[config.mk]
export PLATFORM = sky130hd
export DESIGN_NAME = psvm_cell
export DESIGN_NICKNAME = d
export VERILOG_FILES = /design/src/sv/psvm_pkg.sv /design/src/sv/psvm_cell.sv
export SDC_FILE = /design/constraint.sdc
export NUM_CORES = 1
export LEC_CHECK = 0
export ABC_AREA = 1
export BUFFER_PORTS_ARGS = -buffer_cell sky130_fd_sc_hd__clkbuf_2
export CORE_MARGIN = 2
export CORE_UTILIZATION = 47
export CTS_BUF_LIST = sky130_fd_sc_hd__clkbuf_2
export DETAILED_ROUTE_END_ITERATION = 10
export PLACE_DENSITY = 0.92
export SYNTH_ARGS = -nofsm -noshare
export SYNTH_HDL_FRONTEND = slang
export SYNTH_SLANG_ARGS = --single-unit
[constraint.sdc]
create_clock -name clk -period 0.8 [get_ports clk]
set_input_delay 0.04 -clock clk [delete_from_list [all_inputs] [get_ports clk]]
set_output_delay 0.04 -clock clk [all_outputs]
set_load 0.1 [all_outputs]
[src/sv/psvm_pkg.sv]
// Package: shared types and constants for the polyphonic sample voice mixer.
`timescale 1ns / 1ps
package psvm_pkg;

  localparam logic [1:0] CMD_WAVE     = 2'd0;
  localparam logic [1:0] CMD_NOTE_ON  = 2'd1;
  localparam logic [1:0] CMD_NOTE_OFF = 2'd2;
  localparam logic [1:0] CMD_RENDER   = 2'd3;

  localparam logic [1:0] PH_OFF     = 2'd0;
  localparam logic [1:0] PH_ATTACK  = 2'd1;
  localparam logic [1:0] PH_SUSTAIN = 2'd2;
  localparam logic [1:0] PH_RELEASE = 2'd3;

  localparam logic [2:0] REG_SAMPLE_LENGTH = 3'd0;
  localparam logic [2:0] REG_TRIGGER_MODE  = 3'd1;
  localparam logic [2:0] REG_VOLUME        = 3'd2;
  localparam logic [2:0] REG_ATTACK_STEP   = 3'd3;
  localparam logic [2:0] REG_RELEASE_STEP  = 3'd4;
  localparam logic [2:0] REG_MIDI_CHANNEL  = 3'd5;
  localparam logic [2:0] REG_NOTE_LOW      = 3'd6;
  localparam logic [2:0] REG_NOTE_HIGH     = 3'd7;

  // x/127 for x < 2^23 as (x * PEAK_RECIP) >> PEAK_SHIFT, exact over that range
  localparam logic [23:0] PEAK_RECIP = 24'd8454661;
  localparam int          PEAK_SHIFT = 30;

  typedef struct packed {
    logic [14:0] sample_length;
    logic [1:0]  trigger_mode;
    logic [15:0] volume;
    logic [15:0] attack_step;
    logic [15:0] release_step;
    logic [3:0]  midi_channel;
    logic [6:0]  note_low;
    logic [6:0]  note_high;
  } cfg_t;

  typedef struct packed {
    logic [1:0]         cmd;
    logic [13:0]        wave_address;
    logic signed [15:0] wave_data;
    logic [3:0]         channel;
    logic [6:0]         note;
    logic [6:0]         velocity;
    logic [19:0]        note_step;
  } item_t;

  typedef struct packed {
    logic signed [15:0] mixed_sample;
    logic               clipped;
  } result_t;

  // position keeps one spare integer bit so the end mark fits
  typedef struct packed {
    logic [1:0]  phase;
    logic [30:0] position;
    logic [19:0] step;
    logic [15:0] amplitude;
    logic [15:0] peak;
    logic [6:0]  note;
  } voice_t;

  // head cell to the interpolation pipeline
  typedef struct packed {
    logic        active;
    logic [15:0] amplitude;
    logic [15:0] frac;
    logic [14:0] idx0;
    logic [15:0] idx1;
    logic        ok0;
    logic        ok1;
  } tap_t;

endpackage

[src/sv/psvm_cell.sv]
// One voice cell of the rotating voice ring.
`timescale 1ns / 1ps
module psvm_cell (
  input  logic            clk,
  input  logic            rst,
  input  logic            shift,
  input  psvm_pkg::voice_t d,
  output psvm_pkg::voice_t q
);
  import psvm_pkg::*;

  voice_t v;

  always_ff @(posedge clk) begin
    if (rst) begin
      v <= '0;
    end else if (shift) begin
      v <= d;
    end
  end

  assign q = v;
endmodule

==> flow_summary_export.csv, run 1 <==
group,metric,value,unit
floorplan,floorplan.initialDensity,48.4,%
cts,hold_buffers,105,
cts,htree_levels,3,
outcome,firstError,"[ERROR DPL-0033] detailed placement checks failed during check placement.",
floorplan,die_y,93.2,microns
floorplan,num_rows,32,
cts,cts-root-buf,"clkbuf_2",
synthesis,syn-cell-area,0.00374,sq mm
placement,dp.cells,849,
synthesis,postSynthAreaPerCell,6.41,sq um
synthesis,ys_seq_elements,92,
synthesis,yosys_warnings,0,
synthesis,synthesis.nets,678,
floorplan,num_io_pins,187,
synthesis,ys_types,7,
cts,clock_sinks,92,
synthesis,syn_inst,583,
outcome,stop_stage,"4_1_cts",
floorplan,die_w,93.2,microns
outcome,status,"did not finish",
cts,postCtsSetupBuffers,4,
placement,dp_hpwl,9140,microns
placement,portBuffers,186,
placement,post-place-ws,0.00901,ns
cts,cts_buffer_depth,2,
synthesis,ys_seq_area_share,49.3,%
cts,cts.repair.resized,0,
cts,cts_buffers,9,
placement,gp_congestion,0.786,
[Yosys cell counts, drive strengths merged]
library cell	n	share of area [%]
buf	29	4.4
clkbuf	1	0.10
dfxtp	92	49
inv	93	9.3
nand2	184	18
nor2	184	18
[per-stage QoR]
stage,util (%),TNS (ns),instance area [sq um]
3_5_place_dp,83.7,0,6470
2_1_floorplan,-,-0.0967,4080
3_3_place_gp,83.7,0,6470
[logic make-up after synthesis]
kind of cell,count (synthesis),synth area share [%]
buffers and inverters,123,13.8
DFF,92,49.3
and+or+nand+nor,368,36.9
==> run 2, diff against run 1 <==
--- a/config.mk
+++ b/config.mk
@@ -8,10 +8,9 @@
 export ABC_AREA = 1
 export BUFFER_PORTS_ARGS = -buffer_cell sky130_fd_sc_hd__clkbuf_2
 export CORE_MARGIN = 2
-export CORE_UTILIZATION = 47
-export CTS_BUF_LIST = sky130_fd_sc_hd__clkbuf_2
+export CORE_UTILIZATION = 40
 export DETAILED_ROUTE_END_ITERATION = 10
-export PLACE_DENSITY = 0.92
+export PLACE_DENSITY_LB_ADDON = 0.15
 export SYNTH_ARGS = -nofsm -noshare
 export SYNTH_HDL_FRONTEND = slang
 export SYNTH_SLANG_ARGS = --single-unit
==> run 2 against run 1 <==
  * The flow now finishes, with violations (setup timing)
  * Synthesized area stayed put
  * Synthesized cell count unchanged
==> flow_summary_export.csv, run 2 <==
group,metric,value,unit
floorplan,die-area,0.0101,sq mm
worst_setup_path,critPathMaxStageDelay,0.38,ns
worst_setup_path,critPathTopFamily,"flip-flops",
worst_setup_path,cp.depth,1,
synthesis,synth_edf_count,0,
worst_setup_path,cp_slowest_cell,"dfxtp_4",
route,wl_met2,6560,microns
route,met3_length,887,microns
floorplan,die_w,101,microns
placement,dp_hpwl,7380,microns
synthesis,ys_seq_elements,92,
floorplan,die_y,101,microns
floorplan,num_io_pins,187,
worst_setup_path,cp-start-kind,"flip-flop",
timing,final-hold-violation-count,0,
worst_setup_path,crit_chain,"buf_12",
timing,final_max_slew_viol_count,0,
layout,finalNetCount,953,
floorplan,num_rows,35,
layout,largest_reg_flops,92,
timing,finalCritPeriodShare,117,%
pwr,leakagePower,3.92,nW
worst_hold_path,hp-class,"in -> reg",
synthesis,syn_inst,583,
pwr,power_switching_share,39.3,%
pwr,finalPower,13.1,mW
cts,cts_buffers,9,
floorplan,core,0.00915,sq mm
timing,fin_skew,0,ns
outcome,status,"complete, but fails checks",
cts,clock_latency,0.35,ns
timing,setup_viol_count_final,93,
layout,final_util,83.6,%
worst_hold_path,min_path_cells,4,
route,wl_per_cell,12.7,microns
timing,fmax,1070,MHz
global_route,grtUsageTotal,24.8,%
synthesis,async_reset_ff_share,0,%
synthesis,synthesis.nets,678,
route,vias,4292,
pwr,intPower,7.97,mW
worst_setup_path,critPathKind,"reg -> out",
cts,clock_sinks,92,
cts,cts-root-buf,"clkbuf_8",
global_route,antenna_found_initial,0,
placement,portBuffers,186,
placement,placed_area,0.00649,sq mm
worst_setup_path,crit_buf_inv,1,
layout,layout_common_cells,"nand2_1, nor2_1, buf_12",
pwr,seqPwrFrac,39.4,%
layout,postLayoutCellArea,0.00765,sq mm
synthesis,postSynthAreaPerCell,6.41,sq um
route,drt_iter0_markers,106,
synthesis,synthFlopType,"dfxtp_1",
synthesis,synth.area.top_cells,"dfxtp_1, nand2_1, nor2_1",
floorplan,floorplan.initialDensity,40.8,%
synthesis,ys_types,7,
route,top_layer,"met4",
synthesis,ys_seq_area_share,49.3,%
layout,areaGrowthSynthToFinish,105,%
layout,final_common_cell,"nand2_1",
pwr,p_per_area,1720,mW/mm^2
timing,period_needed,0.939,ns
worst_setup_path,r2r_cells,4,
layout,n_antenna_cell,0,
timing,fin_tns_setup,-11.29,ns
placement,post-place-ws,0.00809,ns
global_route,overflow,0,
worst_setup_path,critPathMaxFanout,2,
job,cap_viol_max_count,0,
global_route,grt_max_degree,64,
timing,max_slew_margin,83.9,%
route,routed_wl,12400,microns
layout,finalNonFillerCells,974,
outcome,failed_checks,"setup timing",
synthesis,synth_top_cell_area_share,49.3,%
placement,gp_congestion,0.769,
timing,whs,0.0194,ns
worst_setup_path,arrival,0.90,ns
synthesis,synth.largest_area_cell,"dfxtp_1",
cts,cts_buffer_depth,2,
global_route,grt_pass1_vias,4418,
worst_setup_path,worstPathRequired,0.76,ns
cts,htree_levels,3,
global_route,grt_pass1_wl,19800,microns
pwr,p_sw,5.16,mW
route,routedLengthMet1,4540,microns
placement,dp.cells,858,
timing,rsz0062_at_grt,"true",
pwr,ir_drop,1.16,mV
cts,clk_pin_slew_worst_paths,0.09,ns
synthesis,yosys-top-cells-count,"nand2_1, nor2_1, inv_1",
route,drc,0,
pwr,power_frac_comb,39.8,%
pwr,pwr-share-clk,20.8,%
timing,tightest_slew,0.241,ns
synthesis,syn-cell-area,0.00374,sq mm
layout,drive_gt1_share,35.7,%
timing,timing.final.ws_setup,-0.139,ns
route,drt.antenna.violating_nets,0,
worst_setup_path,end_kind,"output port",
synthesis,yosys_warnings,0,
route,via_per_inst,4.41,
route,drt_pass1_iterations,6,
cts,cts_tree,"yes",
[run 2: what timing repair did]
| action | 4_1_cts | 5_1_grt |
|---|---|---|
| hold buffers | 93 | 0 |
| endpoints found under the hold margin | 92 | 0 |
| resized for setup | 0 | 2 |
| setup endpoints to repair | 92 | 92 |
| pin swaps | 0 | 1 |
| setup buffers | 5 | 2 |
[run 2: path summary, 6_finish.rpt]
kind | end | from | slack, ns
setup / recovery | q[24] | q[24] | -0.14
setup reg to reg | q[53] | q[53] | -0.04
hold / removal | q[38] | rst | 0.02
hold reg to reg | q[45] | q[45] | 0.51
[run 2: kinds of logic after synthesis]
family,Yosys count,share of synthesized area [%]
simple gates,368,36.9
flops,92,49.3
buf+inv,123,13.8
[run 2: metal layers]
layer	vias up	track usage [%]
met1	1916	25.4
met3	37	6.87
met4	0	11.0
met2	154	46.5
met5	-	0
li1	2185	-
[run 2: layout make-up]
| class | count | area, sq um |
|---|---|---|
| inverters | 93 | 349 |
| fillers | 481 | 1500 |
| well taps | 111 | 139 |
| flip-flops and latches | 92 | 2180 |
| repair buffers | 294 | 3420 |
| multi-input cells | 368 | 1390 |
| clock inverters | 6 | 40.0 |
| clock buffers | 10 | 128 |
[run 2: power by group through the flow]
stage | Sequential (mW) | Clock (mW) | Combinational [mW]
2_1_floorplan | 7.42 | 0 | 0.739
3_3_place_gp | 5.26 | 0 | 4.72
3_5_place_dp | 5.28 | 0 | 4.77
4_1_cts | 5.17 | 2.84 | 5.16
5_1_grt | 5.22 | 3.03 | 5.46
6_report | 5.17 | 2.73 | 5.22
Note: power is estimated with default switching activity, not from simulation.
==> run 3, diff against run 2 <==
--- a/config.mk
+++ b/config.mk
@@ -6,10 +6,10 @@
 export NUM_CORES = 1
 export LEC_CHECK = 0
 export ABC_AREA = 1
-export BUFFER_PORTS_ARGS = -buffer_cell sky130_fd_sc_hd__clkbuf_2
 export CORE_MARGIN = 2
 export CORE_UTILIZATION = 40
 export DETAILED_ROUTE_END_ITERATION = 10
+export DONT_BUFFER_PORTS = 1
 export PLACE_DENSITY_LB_ADDON = 0.15
 export SYNTH_ARGS = -nofsm -noshare
 export SYNTH_HDL_FRONTEND = slang
==> constraint.sdc (replaced) <==
create_clock -name clk -period 0.9 [get_ports clk]
set_input_delay 0.045 -clock clk [delete_from_list [all_inputs] [get_ports clk]]
set_output_delay 0.045 -clock clk [all_outputs]
set_load 0.1 [all_outputs]
==> run 3 against run 2 <==
  * Critical endpoint is now q[39]
  * The run ends with hold timing, setup timing left
  * Final area fell by 13%
  * Register-to-register slack better by 0.23 ns
  * Clock power down 7.7%
  * Largest cell class unchanged
==> flow_summary_export.csv, run 3 (synthesis gave the netlist of run 2 again) <==
group,metric,value,unit
floorplan,die_y,101,microns
worst_hold_path,hp-start,"shift",
outcome,status,"complete, but fails checks",
floorplan,core,0.00915,sq mm
pwr,seqPwrFrac,41.4,%
timing,setup_viol_count_final,92,
layout,n_antenna_cell,0,
global_route,grtUsageTotal,18.4,%
worst_setup_path,cp_slowest_cell,"dfxtp_2",
worst_setup_path,crit_chain,"buf_12",
worst_setup_path,end_kind,"output port",
job,cap_viol_max_count,0,
timing,finalCritPeriodShare,104,%
route,routed_wl,9690,microns
worst_setup_path,startpoint,"q[39]",
layout,layout_common_cells,"nor2_1, nand2_1, buf_12",
global_route,overflow,0,
floorplan,num_io_pins,187,
global_route,antenna_found_initial,0,
pwr,finalPower,11.4,mW
cts,cts_buffer_depth,2,
timing,whs,-0.136,ns
cts,clk_pin_slew_worst_paths,0.09,ns
floorplan,die-area,0.0101,sq mm
timing,fmax,1070,MHz
route,wl_per_cell,11.4,microns
timing,period_needed,0.939,ns
worst_hold_path,hp-class,"in -> reg",
floorplan,die_w,101,microns
cts,cts_tree,"yes",
global_route,grt_max_degree,185,
layout,finalNetCount,832,
route,routedLengthMet1,3970,microns
route,top_layer,"met4",
worst_setup_path,worstPathRequired,0.85,ns
worst_setup_path,critPathMaxFanout,2,
cts,cts_buffers,9,
layout,drive_gt1_share,28.0,%
route,wl_met2,4840,microns
floorplan,floorplan.initialDensity,40.8,%
worst_setup_path,arrival,0.89,ns
layout,largest_reg_flops,92,
worst_setup_path,crit_buf_inv,1,
route,via_per_inst,4.35,
pwr,p_sw,4.34,mW
route,drt.antenna.violating_nets,0,
pwr,power_frac_comb,36.4,%
pwr,intPower,7.05,mW
worst_setup_path,r2r-start,"q[53]",
route,vias,3708,
pwr,p_per_area,1710,mW/mm^2
timing,timing.final.ws_setup,-0.0389,ns
timing,final-hold-violation-count,44,
worst_setup_path,rrSetupSlack,0.19,ns
timing,max_slew_margin,81.4,%
cts,clock_latency,0.34,ns
pwr,leakagePower,3.28,nW
route,drt_iter0_markers,110,
worst_setup_path,critPathKind,"reg -> out",
placement,portBuffers,0,
route,met3_length,720,microns
pwr,power_switching_share,38.1,%
floorplan,num_rows,35,
placement,gp_congestion,0.739,
global_route,grt_pass1_wl,15000,microns
pwr,pwr-share-clk,22.2,%
route,drc,0,
worst_setup_path,cp-start-kind,"flip-flop",
pwr,ir_drop,0.992,mV
outcome,failed_checks,"hold timing, setup timing",
timing,final_max_slew_viol_count,0,
layout,final_util,72.8,%
worst_setup_path,critPathMaxStageDelay,0.37,ns
placement,dp_hpwl,6040,microns
timing,rsz0062_at_grt,"true",
worst_setup_path,critPathTopFamily,"flip-flops",
cts,clock_sinks,92,
global_route,grt_pass1_vias,3339,
timing,fin_skew,0,ns
route,drt_pass1_iterations,5,
cts,cts-root-buf,"clkbuf_8",
timing,tightest_slew,0.279,ns
layout,areaGrowthSynthToFinish,78.2,%
cts,htree_levels,3,
run 3: repair_timing:
| action | in CTS | in global routing |
|---|---|---|
| resized for setup | 0 | 1 |
| hold endpoints to repair | 92 | 92 |
| setup buffers | 0 | 6 |
| hold buffers | 51 | 22 |
| setup endpoints to repair | 92 | 92 |
run 3: power by group through the flow:
stage,sequential [mW],combinational (mW),clock (mW)
final,4.71,4.15,2.52
after global routing,4.75,4.34,2.79
after CTS,4.72,4.06,2.63
after detailed placement,4.81,3.89,0
after global placement,4.79,3.86,0
after floorplan,6.71,0.660,0
run 3: area by class of cell:
type | count | area [sq um]
clock inverters | 5 | 36.3
flip-flops and latches | 92 | 1960
inverters | 93 | 349
fillers | 682 | 2490
multi-input cells | 368 | 1380
clock buffers | 11 | 141
repair buffers | 173 | 2660
well taps | 111 | 139
run 3: tightest hold or removal path: stages:
cell and delay (ns):
nand2_1 0.04, nand2_1 0.05, nor2_1 0.03
run 3: routing by layer:
metal  track usage (%)  up-vias
met5                 0        -
met2              31.7      122
met4              6.85        0
li1                  -     1941
met3              6.38       11
met1              20.9     1634
run 3: path summary, 6_finish.rpt:
check | to | cells past startpoint
worst max-delay path | q[39] | 1
worst min-delay path | q[80] | 3
worst max register to register | q[53] | 3
worst min register to register | q[84] | 2
run 3: stage by stage:
stage | cell area [sq um] | setup TNS [ns] | std cells | worst slack, ns
after floorplan | 3850 | 0 | 583 | 0.00332
after global placement | 5710 | 0 | 758 | 0.293
after detailed placement | 5710 | 0 | 758 | 0.258
after CTS | 6400 | -4.23 | 825 | -0.0591
after global routing | 6660 | -5.94 | 853 | -0.0781
final | 6660 | -1.88 | 853 | -0.0389
==> run 4, diff against run 3 <==
--- a/config.mk
+++ b/config.mk
@@ -10,7 +10,7 @@
 export CORE_UTILIZATION = 40
 export DETAILED_ROUTE_END_ITERATION = 10
 export DONT_BUFFER_PORTS = 1
-export PLACE_DENSITY_LB_ADDON = 0.15
+export PLACE_DENSITY = 0.58
 export SYNTH_ARGS = -nofsm -noshare
 export SYNTH_HDL_FRONTEND = slang
 export SYNTH_SLANG_ARGS = --single-unit
==> run 4 against run 3 <==
  * The run still ends with hold timing, setup timing left
  * Sequential cell count unchanged
  * Non-clock buffer count decreased by 12
  * First-iteration DRC count decreased by 2.7%
  * Cell count decreased by 1.8%
  * Largest cell class unchanged
  * Largest power group unchanged
==> flow_summary_export.csv, run 4 (synthesis gave the netlist of run 2 again) <==
group,metric,value,unit
outcome,status,"complete, but fails checks",
outcome,failed_checks,"hold timing, setup timing",
pwr,power_switching_share,36.9,%
timing,timing.final.ws_setup,-0.0436,ns
worst_setup_path,critPathTopFamily,"flip-flops",
worst_setup_path,critPathKind,"reg -> out",
global_route,grt_pass1_vias,3387,
timing,tightest_slew,0.225,ns
route,vias,3700,
route,drt.antenna.violating_nets,0,
route,via_per_inst,4.42,
pwr,seqPwrFrac,41.1,%
layout,areaGrowthSynthToFinish,75.2,%
worst_setup_path,cp-start-kind,"flip-flop",
pwr,leakagePower,3.27,nW
pwr,ir_drop,0.987,mV
worst_setup_path,critPathMaxStageDelay,0.37,ns
timing,finalCritPeriodShare,105,%
timing,period_needed,0.944,ns
layout,layout_common_cells,"nor2_1, nand2_1, buf_12",
timing,max_slew_margin,85.0,%
layout,finalNetCount,820,
route,drt_pass1_iterations,4,
layout,drive_gt1_share,27.9,%
worst_setup_path,worstSetupEndpoint,"q[41]",
layout,n_antenna_cell,0,
worst_setup_path,crit_chain,"buf_12",
cts,cts-root-buf,"clkbuf_8",
timing,setup_viol_count_final,92,
worst_setup_path,worstPathRequired,0.85,ns
worst_setup_path,rr_endpoint,"q[35]",
cts,cts_tree,"yes",
timing,final_max_slew_viol_count,0,
route,drc,0,
pwr,p_per_area,1750,mW/mm^2
pwr,pwr-share-clk,23.0,%
worst_setup_path,crit_buf_inv,1,
placement,dp_hpwl,6210,microns
timing,final-hold-violation-count,92,
global_route,grt_max_degree,185,
worst_setup_path,cp_slowest_cell,"dfxtp_2",
pwr,finalPower,11.5,mW
floorplan,die_w,101,microns
timing,fmax,1060,MHz
placement,gp_congestion,0.752,
worst_setup_path,arrival,0.90,ns
route,drt_iter0_markers,107,
pwr,power_frac_comb,36.0,%
floorplan,num_rows,35,
cts,cts_buffer_depth,2,
route,wl_per_cell,12.0,microns
job,cap_viol_max_count,0,
floorplan,die_y,101,microns
cts,clock_latency,0.34,ns
global_route,grtUsageTotal,18.0,%
placement,portBuffers,0,
pwr,intPower,7.24,mW
floorplan,num_io_pins,187,
worst_setup_path,r2r-start,"q[35]",
cts,htree_levels,3,
layout,final_util,71.6,%
worst_setup_path,end_kind,"output port",
worst_setup_path,r2r_cells,3,
timing,rsz0062_at_grt,"true",
cts,clock_sinks,92,
floorplan,die-area,0.0101,sq mm
worst_setup_path,startpoint,"q[41]",
timing,fin_skew,0,ns
route,routed_wl,10100,microns
floorplan,floorplan.initialDensity,40.8,%
timing,whs,-0.155,ns
global_route,antenna_found_initial,0,
cts,cts_buffers,9,
placement,dp.cells,758,
global_route,grt_pass1_wl,14600,microns
cts,clk_pin_slew_worst_paths,0.09,ns
worst_hold_path,hp-class,"in -> reg",
pwr,p_sw,4.24,mW
floorplan,core,0.00915,sq mm
layout,n_fill_cell,705,
worst_setup_path,rrSetupSlack,0.20,ns
layout,largest_reg_flops,92,
worst_setup_path,cp.depth,1,
layout,finalNonFillerCells,838,
global_route,overflow,0,
worst_setup_path,critPathMaxFanout,2,
-- run 4: area by class of cell --
type                    count  area [sq um]  share of cell area, %
multi-input cells         368          1380                   21.1
repair buffers            161          2540                   38.8
inverters                  93           349                   5.33
flip-flops and latches     92          1960                   29.9
clock inverters             3          40.0                  0.611
well taps                 111           139                   2.12
clock buffers              10           138                   2.10
-- run 4: how the worst min path moves through the flow --
stage,startpoint,end,cells past startpoint
4_1_cts,shift,q[9],2
2_1_floorplan,d[0],q[0],4
5_1_grt,shift,q[89],2
3_5_place_dp,shift,q[89],2
3_3_place_gp,shift,q[89],2
6_report,shift,q[7],2
-- run 4: repair_timing --
action | in CTS | in global routing
hold endpoints to repair | 92 | 92
setup endpoints to repair | 92 | 92
buffers inserted | 1 | 2
gates resized for setup | 0 | 1
hold buffers | 31 | 33
-- run 4: metal layers --
layer / global-route usage (%) / up-vias / wire, microns
met5: 0 / - / 0
met4: 8.43 / 0 / 321
met3: 7.98 / 24 / 761
met2: 29.6 / 125 / 5020
met1: 19.9 / 1636 / 3950
li1: - / 1915 / -
-- run 4: per-stage QoR --
step | TNS (ns) | area, sq um | worst slack [ns]
floorplan | 0 | 3850 | 0.00332
global placement | 0 | 5710 | 0.297
detailed placement | 0 | 5710 | 0.262
CTS | -4.11 | 6200 | -0.0585
global route | -6.47 | 6550 | -0.0874
finish | -2.43 | 6550 | -0.0436
-- run 4: power by group through the flow --
stage | sequential [mW] | combinational, mW | clock, mW
floorplan | 6.71 | 0.660 | 0
global placement | 4.79 | 3.86 | 0
detailed placement | 4.81 | 3.89 | 0
CTS | 4.72 | 4.00 | 2.74
global route | 4.75 | 4.30 | 2.93
finish | 4.71 | 4.13 | 2.63
