==> config.mk <==
export PLATFORM = sky130hd
export DESIGN_NAME = psvm_cfg
export DESIGN_NICKNAME = d
export VERILOG_FILES = /design/src/sv/psvm_pkg.sv /design/src/sv/psvm_cfg.sv
export SDC_FILE = /design/constraint.sdc
export NUM_CORES = 1
export LEC_CHECK = 0
export BUFFER_PORTS_ARGS = -buffer_cell sky130_fd_sc_hd__buf_2
export CORE_MARGIN = 2
export CORE_UTILIZATION = 49
export DETAILED_ROUTE_END_ITERATION = 10
export PLACE_DENSITY_LB_ADDON = 0.15
export SYNTH_ARGS = -nofsm -noshare
export SYNTH_HDL_FRONTEND = slang
export SYNTH_SLANG_ARGS = --single-unit
==> constraint.sdc <==
create_clock -name clk -period 2.21 [get_ports clk]
set_clock_uncertainty 0.15 [all_clocks]
set_input_delay 0.442 -clock clk [delete_from_list [all_inputs] [get_ports clk]]
set_output_delay 0.442 -clock clk [all_outputs]
set_load 0.005 [all_outputs]
==> src/sv/psvm_pkg.sv <==
// Package: shared types and constants for the polyphonic sample voice mixer.
`timescale 1ns / 1ps
package psvm_pkg;

  localparam logic [1:0] CMD_WAVE     = 2'd0;
  localparam logic [1:0] CMD_NOTE_ON  = 2'd1;
  localparam logic [1:0] CMD_NOTE_OFF = 2'd2;
  localparam logic [1:0] CMD_RENDER   = 2'd3;

  localparam logic [1:0] PH_OFF     = 2'd0;
  localparam logic [1:0] PH_ATTACK  = 2'd1;
  localparam logic [1:0] PH_SUSTAIN = 2'd2;
  localparam logic [1:0] PH_RELEASE = 2'd3;

  localparam logic [2:0] REG_SAMPLE_LENGTH = 3'd0;
  localparam logic [2:0] REG_TRIGGER_MODE  = 3'd1;
  localparam logic [2:0] REG_VOLUME        = 3'd2;
  localparam logic [2:0] REG_ATTACK_STEP   = 3'd3;
  localparam logic [2:0] REG_RELEASE_STEP  = 3'd4;
  localparam logic [2:0] REG_MIDI_CHANNEL  = 3'd5;
  localparam logic [2:0] REG_NOTE_LOW      = 3'd6;
  localparam logic [2:0] REG_NOTE_HIGH     = 3'd7;

  // x/127 for x < 2^23 as (x * PEAK_RECIP) >> PEAK_SHIFT, exact over that range
  localparam logic [23:0] PEAK_RECIP = 24'd8454661;
  localparam int          PEAK_SHIFT = 30;

  typedef struct packed {
    logic [14:0] sample_length;
    logic [1:0]  trigger_mode;
    logic [15:0] volume;
    logic [15:0] attack_step;
    logic [15:0] release_step;
    logic [3:0]  midi_channel;
    logic [6:0]  note_low;
    logic [6:0]  note_high;
  } cfg_t;

  typedef struct packed {
    logic [1:0]         cmd;
    logic [13:0]        wave_address;
    logic signed [15:0] wave_data;
    logic [3:0]         channel;
    logic [6:0]         note;
    logic [6:0]         velocity;
    logic [19:0]        note_step;
  } item_t;

  typedef struct packed {
    logic signed [15:0] mixed_sample;
    logic               clipped;
  } result_t;

  // position keeps one spare integer bit so the end mark fits
  typedef struct packed {
    logic [1:0]  phase;
    logic [30:0] position;
    logic [19:0] step;
    logic [15:0] amplitude;
    logic [15:0] peak;
    logic [6:0]  note;
  } voice_t;

  // head cell to the interpolation pipeline
  typedef struct packed {
    logic        active;
    logic [15:0] amplitude;
    logic [15:0] frac;
    logic [14:0] idx0;
    logic [15:0] idx1;
    logic        ok0;
    logic        ok1;
  } tap_t;

endpackage

==> src/sv/psvm_cfg.sv <==
// Configuration register bank behind the APB-style port.
`timescale 1ns / 1ps
module psvm_cfg (
  input  logic           clk,
  input  logic           rst,
  input  logic           psel,
  input  logic           penable,
  input  logic           pwrite,
  input  logic [4:0]     paddr,
  input  logic [31:0]    pwdata,
  output logic [31:0]    prdata,
  output psvm_pkg::cfg_t cfg
);
  import psvm_pkg::*;

  cfg_t       regs;
  logic [2:0] sel;

  assign sel = paddr[4:2];

  always_ff @(posedge clk) begin
    if (rst) begin
      regs.sample_length <= 15'd16384;
      regs.trigger_mode  <= 2'd0;
      regs.volume        <= 16'hFFFF;
      regs.attack_step   <= 16'hFFFF;
      regs.release_step  <= 16'hFFFF;
      regs.midi_channel  <= 4'd0;
      regs.note_low      <= 7'd0;
      regs.note_high     <= 7'd127;
    end else if (psel && penable && pwrite) begin
      case (sel)
        REG_SAMPLE_LENGTH: regs.sample_length <= pwdata[14:0];
        REG_TRIGGER_MODE:  regs.trigger_mode  <= pwdata[1:0];
        REG_VOLUME:        regs.volume        <= pwdata[15:0];
        REG_ATTACK_STEP:   regs.attack_step   <= pwdata[15:0];
        REG_RELEASE_STEP:  regs.release_step  <= pwdata[15:0];
        REG_MIDI_CHANNEL:  regs.midi_channel  <= pwdata[3:0];
        REG_NOTE_LOW:      regs.note_low      <= pwdata[6:0];
        REG_NOTE_HIGH:     regs.note_high     <= pwdata[6:0];
        default: ;
      endcase
    end
  end

  always_comb begin
    case (sel)
      REG_SAMPLE_LENGTH: prdata = 32'(regs.sample_length);
      REG_TRIGGER_MODE:  prdata = 32'(regs.trigger_mode);
      REG_VOLUME:        prdata = 32'(regs.volume);
      REG_ATTACK_STEP:   prdata = 32'(regs.attack_step);
      REG_RELEASE_STEP:  prdata = 32'(regs.release_step);
      REG_MIDI_CHANNEL:  prdata = 32'(regs.midi_channel);
      REG_NOTE_LOW:      prdata = 32'(regs.note_low);
      REG_NOTE_HIGH:     prdata = 32'(regs.note_high);
      default:           prdata = '0;
    endcase
  end

  assign cfg = regs;
endmodule

Yosys cells after proc, flatten, opt, wreduce, memory -nomap -nowiden
Cells that the tools add are included.
{"block": "word_totals", "reg_bits": 83, "latch_bits": 0, "mem_bits_rw": 0, "romBits": 0, "inputBits": 42, "out_inout_bits": 115, "wordCells": 27, "mem_count": 0}
{"block": "op_classes", "addsub": 0, "multipliers": 0, "div_mod_pow": 0, "n_lt_le_gt_ge": 0, "eq_ne": 7, "shifts": 0, "n_mux": 1, "bitwise": 0, "n_reduce_logical": 11}
{"cell": "$pmux W32 S8", "count": 1}
{"cell": "$reduce_and A2 Y1", "count": 8}
{"cell": "$eq A3 B3 Y1 const B", "count": 4}
{"cell": "$eq A3 B2 Y1 const B", "count": 2}
{"cell": "$eq A3 B1 Y1 const B", "count": 1}
{"cell": "$logic_not A3 Y1", "count": 1}
{"cell": "$logic_and A1 B1 Y1", "count": 2}

Depth between registers and ports, before layout
Gate-level depths: netlist (run 1).
{"block": "logic_depth", "word_depth": 3, "mapped_depth": 6, "depth_no_buf": 4}

Least setup slack after synthesis (run 1)
Ideal clock, no wire load.
{"block": "synth_path", "kind": "input port to output port", "from": "in paddr[2]", "to": "out prdata[4]", "arrival_time_ns": 1.342, "required_time_ns": 1.618, "slack_ns": 0.276, "stages": 3, "n_path_buf": 1, "cell_sequence": "buf_4 > mux4_2 > a22o_1"}
{"block": "synth_via", "elab_chain_cells": 2, "word_cells_on_any_way": 9, "cone_classes": "7 x eq/ne; 1 x mux; 1 x reduce/logical"}
{"element": "from (decl)", "line_no": "psvm_cfg.sv:9", "rtl": "input logic [4:0] paddr,"}
{"element": "$eq A3 B3 Y1 (tied with other cells)", "line_no": "psvm_cfg.sv:47", "rtl": "case (sel)"}
{"element": "$pmux W32 S8 (*)", "line_no": "psvm_cfg.sv:47"}
{"element": "to (decl)", "line_no": "psvm_cfg.sv:11", "rtl": "output logic [31:0] prdata,"}
Mark *: on every way between the ends. The rest lies on a longest branch, timed or not. The select of a mux whose other input is x is not followed.

Final worst setup path (run 1)
{"block": "layout_path", "from": "in paddr[3]", "to": "out prdata[0]"}
Same word-level chain as after synthesis.

==> impl_metrics.json, run 1 <==
{
  "dpl.hpwl_microns": 8320,
  "start_util_pct": 50.9,
  "clkPwrFrac_pct": 37.6,
  "drv_slew": 0,
  "arrival_ns": 1.55,
  "critical_path_class": "primary input to primary output",
  "yosysTopAreaCellShare_pct": 41.8,
  "syn-cell-area_sq_um": 3970,
  "clockBufferDepth": 2,
  "synth_cells": 505,
  "finalWirelength_microns": 11600,
  "ys_seq_area_share_pct": 41.8,
  "critPathLaunchType": "primary input",
  "rsz0062_at_grt": "yes",
  "clock-sinks": 83,
  "fin_crit_ns": 2.14,
  "synth_area_per_cell_sq_um": 7.86,
  "cts_tree": "built",
  "timing.hold.ws_ns": 0.181,
  "crit_path_end_kind": "primary output",
  "synth-async-reset-ratio_pct": 0,
  "hold_violations": 0,
  "cp.required_ns": 1.62,
  "cts_made_buffers": 9,
  "viasPerCell": 5.37,
  "cts_hold_buf": 0,
  "ys_types": 37,
  "die_area_sq_um": 8840,
  "grt_pass1_wl_microns": 18400,
  "setup_violations": 0,
  "largest_reg_flops": 83,
  "fin_crit_sh_pct": 96.8,
  "area_growth_pct": 25.9,
  "fp.dieW_microns": 94.0,
  "coreArea_sq_um": 7810,
  "drive_gt1_share_pct": 29.9,
  "row_count": 32,
  "numPortBuffers": 122,
  "ys_ff_latch": 83,
  "status": "completed",
  "synth_area_leaders": "dfxtp_1 (42%), nand2_1 (13%), nand3b_1 (8.5%), nor2_1 (4.0%), buf_4 (3.8%)",
  "hold_start": "pwdata[12]",
  "boundaryPins": 157,
  "grt_max_degree": 84,
  "path_clk_slew_ns": 0.09,
  "p_seq_share_pct": 50.8,
  "switching_share_pct": 25.8,
  "synth_ff_type": "dfxtp_1",
  "combPwrFrac_pct": 11.6,
  "insertion_delay_ns": 0.34,
  "drtIter0Drc": 231,
  "drc": 0,
  "vias": 3979,
  "yosysTopAreaCell": "dfxtp_1",
  "slew_headroom_pct": 55.9,
  "leakagePower_uw": 0.00236,
  "fmax_mhz": 467,
  "die_y_microns": 94.0,
  "diodes": 0,
  "synth_edf_count": 0,
  "startpoint": "paddr[3]",
  "drtPass1Iterations": 5,
  "ys.warnings.count": 0,
  "grt_util_all_layers_pct": 26.6,
  "final.setup.tns_ns": 0,
  "grt_antenna_before_repair": 0,
  "htreeDepth": 3,
  "cap_violations": 0,
  "internal_power_uw": 2230,
  "power.density_nw_per_um2": 600,
  "nets": 676,
  "place_congestion": 0.901,
  "final_common_cell": "nand2_1",
  "grt_pass1_vias": 3630,
  "final_cell_mix": "nand2_1 (135), buf_2 (120), dfxtp_1 (83)",
  "post_drt_wl_per_cell_microns": 15.6,
  "clockRootBuffer": "clkbuf_8",
  "ir_drop_uv": 392,
  "p_sw_uw": 775,
  "critical_path.max_fanout": 9,
  "nFillCells": 703,
  "tightest_slew_ns": 0.661,
  "hp-class": "primary input to register",
  "ant_nets": 0,
  "r2r-start": "cfg[51]$_SDFFE_PP1P_",
  "grt_overflow": 0
}
## power by group through the flow
stage	combinational [uW]	sequential [uW]	clock, uW
floorplan	205	1560	0
global placement	332	1560	0
detailed placement	338	1560	0
CTS	341	1520	1140
global route	382	1530	1210
finish	348	1520	1130
## Yosys cell counts (all sizes together) (5+ instances only)
| library cell | number |
|---|---|
| clkbuf | 16 |
| nor2b | 12 |
| a221oi | 5 |
| mux2i | 10 |
| a211o | 11 |
| a22oi | 8 |
| inv | 13 |
| a21oi | 26 |
| nor2 | 45 |
| dfxtp | 83 |
| buf | 39 |
| o21ai | 16 |
| nand3b | 45 |
| nand2 | 135 |
| o22ai | 10 |
## worst max-delay path, cell delays in order
cell and delay, ns:
clkbuf_4 0.17, buf_4 0.15, mux2i_1 0.22, o2bb2ai_1 0.11, a221oi_2 0.26, nor2_1 0.07
buf_2 0.13
## logic make-up after synthesis
group	count (synthesis)	share of synthesized area [%]
and+or+nand+nor	254	31.4
AOI/OAI and AO/OA	86	14.0
DFF	83	41.8
buffers and inverters	68	9.07
muxes	13	3.65
other	1	0.0944
## layer usage
layer | share of wire (%) | GRT usage, % | vias to the layer above
met4 | 2.2 | 10.1 | 0
met2 | 47 | 41.9 | 191
met1 | 44 | 37.2 | 1848
li1 | - | - | 1920
met5 | 0 | 0 | -
met3 | 7.3 | 3.53 | 20
## layout make-up
| cell class | count | area [sq um] | area share, % |
|---|---|---|---|
| timing repair buffer | 158 | 923 | 18.5 |
| clock inverter | 5 | 60.1 | 1.20 |
| multi-input combinational | 369 | 2040 | 40.7 |
| clock buffer | 11 | 141 | 2.83 |
| sequential | 83 | 1660 | 33.2 |
| tap | 102 | 128 | 2.55 |
| inverter | 13 | 48.8 | 0.976 |
## final timing paths
path / to / depth (start not counted) / slack (ns)
worst min-delay path: cfg[30]$_SDFFE_PP1P_ / 2 / 0.18
worst max register to register: cfg[51]$_SDFFE_PP1P_ / 3 / 1.25
worst max-delay path: prdata[0] / 7 / 0.07
worst min register to register: cfg[79]$_SDFFE_PP0P_ / 2 / 0.33
## per-stage QoR
stage	utilization [%]	total power (uW)	instance area (sq um)	setup slack (ns)	instances
after floorplan	-	1760	4030	0.276	520
after global placement	61.0	1890	4760	0.00860	725
after detailed placement	61.0	1900	4760	-0.00854	725
after CTS	63.7	3010	4970	0.00115	741
after global routing	64.0	3110	5000	-0.000996	741
final	64.0	3000	5000	0.0705	741
## what timing repair did
action / 4_1_cts / 5_1_grt
pin swaps: 0 / 0
resized for setup: 1 / 9
setup buffers: 0 / 0
endpoints found under the setup margin: 1 / 14
endpoints found under the hold margin: 0 / 0
Power figures use the tool's default switching activity.
==> inputs of run 2 (changes only) <==
--- a/config.mk
+++ b/config.mk
@@ -9,6 +9,8 @@
 export CORE_MARGIN = 2
 export CORE_UTILIZATION = 49
 export DETAILED_ROUTE_END_ITERATION = 10
+export HOLD_SLACK_MARGIN = 0.08
+export MAX_ROUTING_LAYER = met4
 export PLACE_DENSITY_LB_ADDON = 0.15
 export SYNTH_ARGS = -nofsm -noshare
 export SYNTH_HDL_FRONTEND = slang
==> impl_metrics.json, run 2 (synthesis results as in run 1) <==
{
  "numPortBuffers": 122,
  "grt_pass1_wl_microns": 18400,
  "clock-sinks": 83,
  "arrival_ns": 1.56,
  "drc": 0,
  "cp_num_buf_inv": 3,
  "highest_layer": "met4",
  "viasPerCell": 5.38,
  "total_power_uw": 3000,
  "fmax_mhz": 464,
  "nets": 676,
  "path_cells": "clkbuf_4, buf_4, mux2i_1, o2bb2ai_1, a221oi_2, nor2_1, buf_2",
  "critPathTopFamily": "buffers and inverters",
  "dp_cells": 725,
  "slowest_stage": "a221oi_2",
  "cap_violations": 0,
  "drv_slew": 0,
  "drtPass1Iterations": 5,
  "diodes": 0,
  "leakagePower_uw": 0.00236,
  "vias": 3990,
  "cts_made_buffers": 9,
  "start_util_pct": 50.9,
  "drive_gt1_share_pct": 29.7,
  "clockRootBuffer": "clkbuf_8",
  "cpPeakStageDelay_ns": 0.26,
  "wl_met2_microns": 5450,
  "grt_overflow": 0,
  "critical_path_class": "primary input to primary output",
  "wl_met3_microns": 843,
  "power.density_nw_per_um2": 599,
  "cts_hold_buf": 0,
  "slew_headroom_pct": 55.5,
  "tightest_slew_ns": 0.667,
  "insertion_delay_ns": 0.34,
  "critical_path.max_fanout": 9,
  "ant_nets": 0,
  "critPathLaunchType": "primary input",
  "hp-class": "primary input to register",
  "grt_max_degree": 84,
  "crit_path_end_kind": "primary output",
  "dpl.hpwl_microns": 8320,
  "path_clk_slew_ns": 0.09,
  "final_cell_mix": "nand2_1 (135), buf_2 (120), dfxtp_1 (83)",
  "nFillCells": 705,
  "boundaryPins": 157,
  "post_drt_wl_per_cell_microns": 15.7,
  "fp.dieW_microns": 94.0,
  "final_common_cell": "nand2_1",
  "row_count": 32,
  "ir_drop_uv": 388,
  "grt_antenna_before_repair": 0,
  "largest_reg_flops": 83,
  "setup_violations": 0,
  "cp.required_ns": 1.62,
  "area_growth_pct": 25.9,
  "wl_met1_microns": 5080,
  "grt_util_all_layers_pct": 27.3,
  "grt_pass1_vias": 3642,
  "die_area_sq_um": 8840,
  "rsz0062_at_grt": "yes",
  "clockBufferDepth": 2,
  "drtIter0Drc": 265,
  "layout.cells.non_filler": 741,
  "cts_setup_buffers": 0,
  "finalWirelength_microns": 11600,
  "status": "completed",
  "die_y_microns": 94.0,
  "place_congestion": 0.917,
  "fin_crit_sh_pct": 97.5,
  "hold_violations": 0,
  "coreArea_sq_um": 7810,
  "htreeDepth": 3,
  "cts_tree": "built",
  "fin_crit_ns": 2.15
}
==> run 2: cell counts in the layout (fill, tap and decap cells not counted) <==
Identical to the previous run, type by type.
==> run 2: what timing repair did <==
action / 4_1_cts / 5_1_grt
gates resized for setup: 1 / 9
pin swaps: 0 / 0
setup endpoints to repair: 1 / 14
==> run 2: per-stage QoR <==
step           cell area, sq um  util, %  setup slack, ns  setup TNS (ns)  hold WS [ns]
2_1_floorplan              4030        -            0.276               0         0.313
4_1_cts                    4970     63.7          0.00115               0         0.178
5_1_grt                    5000     64.0         -0.00761         -0.0148         0.182
3_5_place_dp               4760     61.0         -0.00854         -0.0117         0.311
3_3_place_gp               4760     61.0          0.00860               0         0.305
6_report                   5000     64.0           0.0552               0         0.181
==> run 2: worst paths after layout <==
kind / startpoint / end / slack (ns) / cells past startpoint
min: pwdata[12] / cfg[30]$_SDFFE_PP1P_ / 0.18 / 2
max: paddr[3] / prdata[0] / 0.06 / 7
max reg2reg: cfg[51]$_SDFFE_PP1P_ / cfg[51]$_SDFFE_PP1P_ / 1.24 / 3
min reg2reg: cfg[81]$_SDFFE_PP0P_ / cfg[81]$_SDFFE_PP0P_ / 0.33 / 2
==> run 2: area by class of cell <==
class,instances,area (sq um),area share (%)
inverters,13,48.8,0.976
flip-flops and latches,83,1660,33.2
multi-input cells,369,2030,40.7
well taps,102,128,2.55
clock buffers,11,141,2.83
clock inverters,5,60.1,1.20
repair buffers,158,927,18.5
==> run 2: metal layers <==
metal	vias to the layer above	track usage (%)
li1	1919	-
met1	1863	37.2
met2	185	42.1
met3	23	3.21
met4	0	10.1
met5	-	-
==> run 2: where the power goes <==
| part | internal (uW) | leakage, uW | switching [uW] |
|---|---|---|---|
| combinational | 155 | 0.00158 | 195 |
| clock | 560 | 0.000100 | 563 |
| sequential | 1510 | 0.000672 | 13.0 |
| total | 2230 | 0.00236 | 771 |
==> run 2: worst reg2reg max path: stages (launching register included) <==
cell and delay (ns):
dfxtp_1 0.32, inv_1 0.08, nor2_1 0.05, a211o_1 0.26
==> inputs of run 3 (changes only) <==
==> constraint.sdc (replaced) <==
create_clock -name clk -period 2.4 [get_ports clk]
set_clock_uncertainty 0.15 [all_clocks]
set_input_delay 0.48 -clock clk [delete_from_list [all_inputs] [get_ports clk]]
set_output_delay 0.48 -clock clk [all_outputs]
set_load 0.005 [all_outputs]
==> impl_metrics.json, run 3 (synthesis results as in run 1) <==
{
  "clockRootBuffer": "clkbuf_8",
  "final_util_pct": 62.3,
  "grt_util_all_layers_pct": 26.8,
  "hp-class": "primary input to register",
  "final.setup.tns_ns": 0,
  "drtPass1Iterations": 5,
  "leakagePower_uw": 0.00227,
  "clkPwrFrac_pct": 37.6,
  "drc": 0,
  "place_congestion": 0.904,
  "start_util_pct": 50.9,
  "combPwrFrac_pct": 11.2,
  "drtIter0Drc": 237,
  "area_growth_pct": 22.5,
  "slew_headroom_pct": 49.4,
  "setup_violations": 0,
  "row_count": 32,
  "insertion_delay_ns": 0.34,
  "fmax_mhz": 432,
  "clock-sinks": 83,
  "cap_violations": 0,
  "final_common_cell": "nand2_1",
  "rsz0062_at_grt": "no",
  "viasPerCell": 5.38,
  "grt_pass1_vias": 3533,
  "fin_area_sq_um": 4870,
  "wl_met2_microns": 5400,
  "wl_met3_microns": 736,
  "switching_share_pct": 26.6,
  "coreArea_sq_um": 7810,
  "ir_drop_uv": 270,
  "die_area_sq_um": 8840,
  "vias": 3916,
  "critical_path_class": "primary input to primary output",
  "diodes": 0,
  "p_seq_share_pct": 51.2,
  "drv_slew": 0,
  "finalWirelength_microns": 11500,
  "largest_reg_flops": 83,
  "internal_power_uw": 2010,
  "post_cts_resized": 0,
  "post_drt_wl_per_cell_microns": 15.8,
  "boundaryPins": 157,
  "final_cell_mix": "nand2_1 (135), buf_2 (122), dfxtp_1 (83)",
  "dpl.hpwl_microns": 8090,
  "fin_crit_sh_pct": 96.4,
  "hold_violations": 0,
  "grt_pass1_wl_microns": 18100,
  "die_y_microns": 94.0,
  "crit_path_end_kind": "primary output",
  "cts_tree": "built",
  "fp.dieW_microns": 94.0,
  "p_sw_uw": 729,
  "path_clk_slew_ns": 0.09,
  "htreeDepth": 3,
  "ant_nets": 0,
  "wl_met1_microns": 5220,
  "nets": 663,
  "highest_layer": "met4",
  "status": "completed",
  "place_area_sq_um": 4660,
  "cts_setup_buffers": 0,
  "arrival_ns": 1.68,
  "clockBufferDepth": 2,
  "grt_max_degree": 84,
  "critPathLaunchType": "primary input",
  "cts_hold_buf": 0,
  "cts_made_buffers": 9,
  "grt_antenna_before_repair": 0,
  "grt_overflow": 0,
  "power.density_nw_per_um2": 563,
  "tightest_slew_ns": 0.760,
  "cp.required_ns": 1.77,
  "fin_crit_ns": 2.31,
  "drive_gt1_share_pct": 27.5,
  "numPortBuffers": 122,
  "critical_path.max_fanout": 14
}
-- run 3: area by class of cell --
| class | count | area [sq um] |
|---|---|---|
| clock buffer | 9 | 124 |
| tap | 102 | 128 |
| sequential | 83 | 1660 |
| clock inverter | 7 | 75.1 |
| fill | 715 | 2940 |
| inverter | 13 | 48.8 |
| timing repair buffer | 145 | 821 |
| multi-input combinational | 369 | 2010 |
-- run 3: power groups by stage --
stage / sequential (uW) / combinational [uW] / clock (uW)
6_report: 1400 / 306 / 1030
5_1_grt: 1410 / 335 / 1100
4_1_cts: 1400 / 304 / 1030
3_5_place_dp: 1440 / 302 / 0
3_3_place_gp: 1440 / 299 / 0
2_1_floorplan: 1430 / 189 / 0
-- run 3: worst paths after layout --
kind                                      startpoint              endpoint  slack [ns]  depth (start not counted)
worst max-delay path                        paddr[2]             prdata[4]        0.09                          4
worst min-delay path                      pwdata[15]  cfg[65]$_SDFFE_PP1P_        0.22                          3
worst max register to register  cfg[20]$_SDFFE_PP1P_  cfg[20]$_SDFFE_PP1P_        1.43                          3
worst min register to register  cfg[68]$_SDFFE_PP0P_  cfg[68]$_SDFFE_PP0P_        0.33                          2
-- run 3: critical path: stages --
cell	delay [ns]
buf_2	0.29
mux4_2	0.55
a22o_1	0.24
buf_2	0.12
-- run 3: layer usage --
layer,global-route usage (%),vias up
li1,-,1892
met3,2.97,14
met5,-,-
met2,41.4,164
met4,8.09,0
met1,37.3,1846
-- run 3: metrics by stage --
step	worst slack [ns]	hold WS, ns	total power [uW]	instances
4_1_cts	0.0813	0.212	2740	728
6_report	0.0856	0.217	2740	728
3_3_place_gp	0.102	0.305	1730	712
5_1_grt	0.00986	0.224	2840	728
3_5_place_dp	0.0822	0.320	1740	712
2_1_floorplan	0.390	0.313	1620	520
